==> src/hw/rtl/afl_pkg.sv <==
package afl_pkg;

  localparam int DIM_BITS   = 12;
  localparam int PROD_BITS  = 2 * DIM_BITS;
  // one quotient bit per divider stage
  localparam int DIV_STAGES = PROD_BITS;

  typedef logic [DIM_BITS-1:0]  dim_t;
  typedef logic [PROD_BITS-1:0] prod_t;

  typedef enum logic [1:0] {
    MODE_PASS,
    MODE_FIX_W,
    MODE_FIX_H
  } afl_mode_t;

  typedef struct packed {
    dim_t src_rows;
    dim_t src_cols;
    dim_t box_height;
    dim_t box_width;
    dim_t old_top;
    dim_t old_left;
  } afl_item_t;

  typedef struct packed {
    dim_t fit_top;
    dim_t fit_left;
    dim_t fit_height;
    dim_t fit_width;
    logic size_error;
  } afl_result_t;

  // fields carried alongside the divider pipeline
  typedef struct packed {
    afl_mode_t mode;
    logic      size_error;
    dim_t      box_height;
    dim_t      box_width;
    dim_t      old_top;
    dim_t      old_left;
  } afl_side_t;

endpackage

==> src/hw/rtl/afl_div.sv <==
module afl_div import afl_pkg::*; (
  input  logic      clk,
  input  logic      rst,
  input  logic      in_valid,
  input  prod_t     num,
  input  dim_t      den,
  input  afl_side_t side_in,
  output logic      out_valid,
  output prod_t     quot,
  output afl_side_t side_out
);

  // restoring division, one bit per stage; the dividend shifts out of the top
  // of num while quotient bits shift in at the bottom
  dim_t      rem_w  [DIV_STAGES+1];
  prod_t     num_w  [DIV_STAGES+1];
  dim_t      den_w  [DIV_STAGES+1];
  afl_side_t side_w [DIV_STAGES+1];
  logic      v_w    [DIV_STAGES+1];

  assign rem_w[0]  = '0;
  assign num_w[0]  = num;
  assign den_w[0]  = den;
  assign side_w[0] = side_in;
  assign v_w[0]    = in_valid;

  for (genvar k = 0; k < DIV_STAGES; k++) begin : g_stage
    logic [DIM_BITS:0] trial;
    logic [DIM_BITS:0] diff;
    logic              ge;
    dim_t              rem;
    prod_t             nq;
    dim_t              dq;
    afl_side_t         sq;
    logic              vq;

    always_comb begin
      trial = {rem_w[k], num_w[k][PROD_BITS-1]};
      diff  = trial - {1'b0, den_w[k]};
      ge    = (trial >= {1'b0, den_w[k]});
    end

    always_ff @(posedge clk) begin
      if (rst) begin
        vq <= 1'b0;
      end else begin
        vq <= v_w[k];
      end
    end

    always_ff @(posedge clk) begin
      rem <= ge ? diff[DIM_BITS-1:0] : trial[DIM_BITS-1:0];
      nq  <= {num_w[k][PROD_BITS-2:0], ge};
      dq  <= den_w[k];
      sq  <= side_w[k];
    end

    assign rem_w[k+1]  = rem;
    assign num_w[k+1]  = nq;
    assign den_w[k+1]  = dq;
    assign side_w[k+1] = sq;
    assign v_w[k+1]    = vq;
  end

  assign out_valid = v_w[DIV_STAGES];
  assign quot      = num_w[DIV_STAGES];
  assign side_out  = side_w[DIV_STAGES];

endmodule

==> src/hw/rtl/aspect_fit_letterbox.sv <==
// Done pulses once start is accepted and the item has passed two setup stages,
// 24 divider stages at one quotient bit each, and one output register.
// Throughput: one transaction per cycle; busy is always low.
// The receiver cannot stall: each result shows for exactly one cycle on done.
// Reset (rst, synchronous) clears all valid bits; transactions in flight are dropped.
module aspect_fit_letterbox import afl_pkg::*; (
  input  logic        clk,
  input  logic        rst,
  input  logic        start,
  output logic        busy,
  input  afl_item_t   item,
  output logic        done,
  output afl_result_t result
);

  // stage 1: zero check and both cross products
  logic      s1_valid;
  afl_item_t s1_item;
  prod_t     s1_prod_ch;
  prod_t     s1_prod_rw;
  logic      s1_err;

  assign busy = 1'b0;

  always_ff @(posedge clk) begin
    if (rst) begin
      s1_valid <= 1'b0;
    end else begin
      s1_valid <= start;
    end
  end

  always_ff @(posedge clk) begin
    s1_item    <= item;
    s1_prod_ch <= PROD_BITS'(item.src_cols) * PROD_BITS'(item.box_height);
    s1_prod_rw <= PROD_BITS'(item.src_rows) * PROD_BITS'(item.box_width);
    s1_err     <= (item.src_rows == '0) || (item.src_cols == '0) ||
                  (item.box_height == '0) || (item.box_width == '0);
  end

  // stage 2: pick the fixed axis and the division operands
  afl_mode_t mode;
  logic      s2_valid;
  prod_t     s2_num;
  dim_t      s2_den;
  afl_side_t s2_side;

  always_comb begin
    mode = MODE_PASS;
    if (s1_err) begin
      mode = MODE_PASS;
    end else if (s1_item.src_rows > s1_item.box_height) begin
      mode = (s1_item.src_cols > s1_item.box_width && s1_prod_ch >= s1_prod_rw) ?
             MODE_FIX_W : MODE_FIX_H;
    end else if (s1_item.src_rows < s1_item.box_height) begin
      mode = (s1_item.src_cols < s1_item.box_width && s1_prod_rw >= s1_prod_ch) ?
             MODE_FIX_H : MODE_FIX_W;
    end else if (s1_item.src_cols != s1_item.box_width) begin
      mode = (s1_item.src_cols < s1_item.box_width) ? MODE_FIX_H : MODE_FIX_W;
    end
  end

  always_ff @(posedge clk) begin
    if (rst) begin
      s2_valid <= 1'b0;
    end else begin
      s2_valid <= s1_valid;
    end
  end

  always_ff @(posedge clk) begin
    case (mode)
      MODE_FIX_W: begin
        s2_num <= s1_prod_rw;
        s2_den <= s1_item.src_cols;
      end
      MODE_FIX_H: begin
        s2_num <= s1_prod_ch;
        s2_den <= s1_item.src_rows;
      end
      default: begin
        s2_num <= '0;
        s2_den <= dim_t'(1);
      end
    endcase
    s2_side.mode       <= mode;
    s2_side.size_error <= s1_err;
    s2_side.box_height <= s1_item.box_height;
    s2_side.box_width  <= s1_item.box_width;
    s2_side.old_top    <= s1_item.old_top;
    s2_side.old_left   <= s1_item.old_left;
  end

  logic      dv_valid;
  prod_t     dv_quot;
  afl_side_t dv_side;

  afl_div u_div (
    .clk       (clk),
    .rst       (rst),
    .in_valid  (s2_valid),
    .num       (s2_num),
    .den       (s2_den),
    .side_in   (s2_side),
    .out_valid (dv_valid),
    .quot      (dv_quot),
    .side_out  (dv_side)
  );

  // output stage: centering margin and final selection
  dim_t        q_lo;
  dim_t        box_sel;
  dim_t        leftover;
  dim_t        margin;
  afl_result_t res_next;

  always_comb begin
    q_lo     = dv_quot[DIM_BITS-1:0];
    box_sel  = (dv_side.mode == MODE_FIX_W) ? dv_side.box_height : dv_side.box_width;
    leftover = box_sel - q_lo;
    // compare against the full quotient, not its low bits
    margin   = (PROD_BITS'(box_sel) >= dv_quot) ? (leftover >> 1) : '0;

    res_next.fit_top    = dv_side.old_top;
    res_next.fit_left   = dv_side.old_left;
    res_next.fit_height = dv_side.box_height;
    res_next.fit_width  = dv_side.box_width;
    res_next.size_error = dv_side.size_error;
    case (dv_side.mode)
      MODE_FIX_W: begin
        res_next.fit_top    = margin;
        res_next.fit_left   = '0;
        res_next.fit_height = q_lo;
      end
      MODE_FIX_H: begin
        res_next.fit_left   = margin;
        res_next.fit_top    = '0;
        res_next.fit_width  = q_lo;
      end
      default: begin
      end
    endcase
  end

  always_ff @(posedge clk) begin
    if (rst) begin
      done <= 1'b0;
    end else begin
      done <= dv_valid;
    end
  end

  always_ff @(posedge clk) begin
    result <= res_next;
  end

endmodule
==> config.mk <==
export PLATFORM = sky130hd
export DESIGN_NAME = aspect_fit_letterbox
export DESIGN_NICKNAME = d
export VERILOG_FILES = /design/src/hw/rtl/afl_pkg.sv /design/src/hw/rtl/afl_div.sv /design/src/hw/rtl/aspect_fit_letterbox.sv
export SDC_FILE = /design/constraint.sdc
export NUM_CORES = 2
export LEC_CHECK = 0
export BUFFER_PORTS_ARGS = -buffer_cell sky130_fd_sc_hd__buf_2
export CORE_AREA = 5 5 378 380
export CTS_CLUSTER_SIZE = 40
export DETAILED_ROUTE_END_ITERATION = 6
export DIE_AREA = 0 0 383 385
export PLACE_DENSITY = 0.77
export SYNTH_ARGS = -nofsm -noshare
export SYNTH_HDL_FRONTEND = slang
export SYNTH_HIERARCHICAL = 1
export SYNTH_SLANG_ARGS = --single-unit
==> constraint.sdc <==
create_clock -name clk -period 7.1 [get_ports clk]
set_input_delay 1.42 -clock clk [delete_from_list [all_inputs] [get_ports clk]]
set_output_delay 1.42 -clock clk [all_outputs]
set_load 0.02 [all_outputs]
==> results.py <==
metrics = {
    "detailed_routing": {
        "via_per_inst": 5.15,
        "wl_per_cell_um": 17.9,
        "routed_wl_um": 158000,
        "drt-pass1-iter-count": 6,
        "drtAntennaViolNets": 0,
        "vias": 45500,
        "drtIter0Drc": 2590,
        "drc_errors": 0,
    },
    "timing": {
        "timing.fmax_mhz": 172,
        "rsz0062_at_grt": "false",
        "fin_tns_setup_ns": 0,
        "finClkSkew_ns": 0.0780,
        "setup_viol": 0,
        "period_needed_ns": 5.81,
        "finalHoldViolations": 0,
        "slew_headroom_pct": 15.3,
        "worst_pin_slew_ns": 1.26,
        "slew_viol_final": 0,
        "fin_crit_sh_pct": 81.8,
        "hold_ws_ns": 0.289,
    },
    "worst_setup_path": {
        "worst_ep_arrival_time_ns": 6.54,
        "end_kind": "flip-flop",
        "crit_required_ns": 7.83,
        "path_cells": "buf_2, buf_4, and2_1, fa_1, fa_1, fa_1, fa_1, inv_1, fa_1, inv_1, ha_1, inv_1, nor2_1, a311oi_1, o31ai_2, a211oi_4, nor3_1, a311o_1",
        "reg2regPathDepth": 13,
        "critPathSlowestCell": "fa_1",
        "rrSetupSlack_ns": 3.13,
        "cp_max_fo": 10,
        "slowest_delay_ns": 0.56,
        "criticalPathCategory": "input port to flip-flop",
        "crit_top_cell": "fa_1",
        "crit_buf_inv": 5,
        "reg2reg_to": "s2_num[13]",
        "crit_path_start_kind": "input port",
        "cp_top_family": "adder cells",
        "r2r_start": "s1_prod_ch[13]",
    },
    "clocking": {
        "cts_htree_levels": 4,
        "cts_buffers": 228,
        "clk_latency_ns": 0.86,
        "ctsRootBufferMaster": "clkbuf_16",
        "cts-hold-fix-buffers": 0,
        "cts_resized": 0,
        "cts_tree": "built",
        "clock_path_buffers": 3,
        "cts_setup_buffers": 0,
        "clock_sinks": 2636,
        "clkTransAtPathRegs_ns": 0.07,
    },
    "grt": {
        "grt_use_total_pct": 21.8,
        "grt_antenna_before_repair": 5,
        "overflow": 0,
        "first_global_vias": 48200,
        "grt_pass1_wl_um": 258000,
        "grt_max_degree": 47,
    },
    "synthesis": {
        "ys_top_cells_by_area": "dfxtp_1 (63%), ha_1 (6.9%), fa_1 (5.3%)",
        "yosysSeqAreaShare_pct": 62.6,
        "synth_edf_count": 0,
        "synthCells": 6599,
        "synthArstFlopShare_pct": 0,
        "avgSynthCellArea_um2": 12.8,
        "synth_area_um2": 84300,
        "synth_cell_types": 89,
        "yosys_register_bits": 2636,
        "synth_top_area_cell": "dfxtp_1",
        "yosys_warnings": 6,
        "synth.top_cell.area_share_pct": 62.6,
        "synth_ff_type": "dfxtp_1",
        "synth_nets": 7363,
    },
    "floorplan": {
        "core-area_um2": 139000,
        "die_area_um2": 147000,
        "io_pins": 126,
        "start_util_pct": 60.7,
        "die_x_um": 383,
        "die_y_um": 385,
        "num_rows": 137,
    },
    "worst_hold_path": {
        "min_to": "u_div/g_stage[9].sq[26]",
        "min-delay-start": "u_div/g_stage[8].sq[26]",
        "hold_path_class": "flip-flop to flip-flop",
        "whs_path_depth": 0,
    },
    "final_layout": {
        "drive_gt1_share_pct": 12.9,
        "layout.cells.non_filler": 8831,
        "fin_area_um2": 94500,
        "area_delta_synth_final_pct": 12.1,
        "fin_util_pct": 68.1,
        "nets": 7592,
    },
    "pwr": {
        "peakVddDrop_mv": 0.277,
        "p_per_area_nw_per_um2": 548,
        "p_leak_uw": 0.0412,
    },
    "placement": {
        "io_buffers": 124,
        "dp.cells": 8405,
        "gp_congestion": 0.850,
        "placed_cell_area_um2": 86600,
        "dp_hpwl_um": 101000,
    },
    "run_status": {
        "status": "finished, final reports clean",
    },
    "flow_run": {
        "drv_cap": 0,
    },
}
[synth_stat cells (all sizes together), types with 42 or more instances]
library cell,n
and3,47
clkbuf,94
mux2i,62
inv,687
o21ai,93
buf,48
o31a,51
a21o,97
nor2,178
nand2,283
nor3,92
nand3,55
fa,223
ha,466
dfxtp,2636
and2,129
xnor2,113
nor2b,147
a21oi,157
a211oi,42
mux2,251
xor2,72
o21a,90
[power by group]
part	internal (uW)	switching [uW]	total, uW
Sequential	18100	1510	19600
Combinational	9360	10200	19500
Clock	7210	5470	12700
[worst max path at each step]
stage / startpoint / cells past startpoint / slack [ns] / endpoint
2_1_floorplan: item[32] / 19 / 0.79 / s1_prod_rw[21]
3_3_place_gp: item[30] / 19 / 0.49 / s1_prod_rw[21]
3_5_place_dp: item[32] / 18 / 0.43 / s1_prod_rw[21]
4_1_cts: item[32] / 18 / 1.35 / s1_prod_rw[21]
5_1_grt: item[61] / 18 / 1.08 / s1_prod_rw[21]
6_report: item[32] / 18 / 1.29 / s1_prod_rw[21]
[state kept, by name, summed over array words and instances (netlist names), 24 cells and up]
name and cells:
s1_prod_rw 24, u_div/g_stage.sq 1173, s2_num 24, s1_prod_ch 24, s1_item 72, s2_side 51, u_div/g_stage.rem 276, u_div/g_stage.nq 552
u_div/quot 24, u_div/side_out 51, u_div/g_stage.dq 276, result 49
[through the flow]
stage | setup slack (ns) | total power [uW]
after floorplan | 0.793 | 34800
after detailed placement | 0.425 | 38900
after global routing | 1.08 | 55100
after CTS | 1.35 | 52100
after global placement | 0.487 | 38300
final | 1.29 | 51800
[cells in the final DEF, fill, tap and decap left out, types with 97 or more instances in the layout]
cell,Yosys,final
dfxtp_1,2636,2636
inv_1,687,687
ha_1,466,466
nand2_1,283,283
clkbuf_16,0,229
fa_1,223,223
nor2_1,178,178
a21oi_1,157,157
mux2_4,133,133
and2_1,128,128
nor2b_1,128,128
buf_2,3,124
mux2_2,118,118
xnor2_1,113,113
a21o_1,97,97
[kinds of logic after synthesis]
group,Yosys count,synth area share [%]
flops,2636,62.6
simple gates,1145,7.61
buf+inv,829,3.91
compound gates,801,7.08
fa+ha+maj,689,12.2
mux,313,4.68
xor+xnor,185,1.92
other cells,1,0.00445
[routing by layer]
metal	global-route usage, %	part of all wire [%]
met2	38.8	51
met1	27.1	42
met5	0	0
met3	3.58	3.9
met4	7.36	3.0
[cell type report]
type                            instances  area, um2
Sequential cell                      2636      52800
Clock buffer                          317       6480
Fill cell                            9254      44300
Inverter                              687       2580
Antenna cell                            2       5.00
Tap cell                             1807       2260
Multi-Input combinational cell       3134      28200
Timing Repair Buffer                  141        748
Clock inverter                        107       1430
Note: power is estimated with default switching activity, not from simulation.
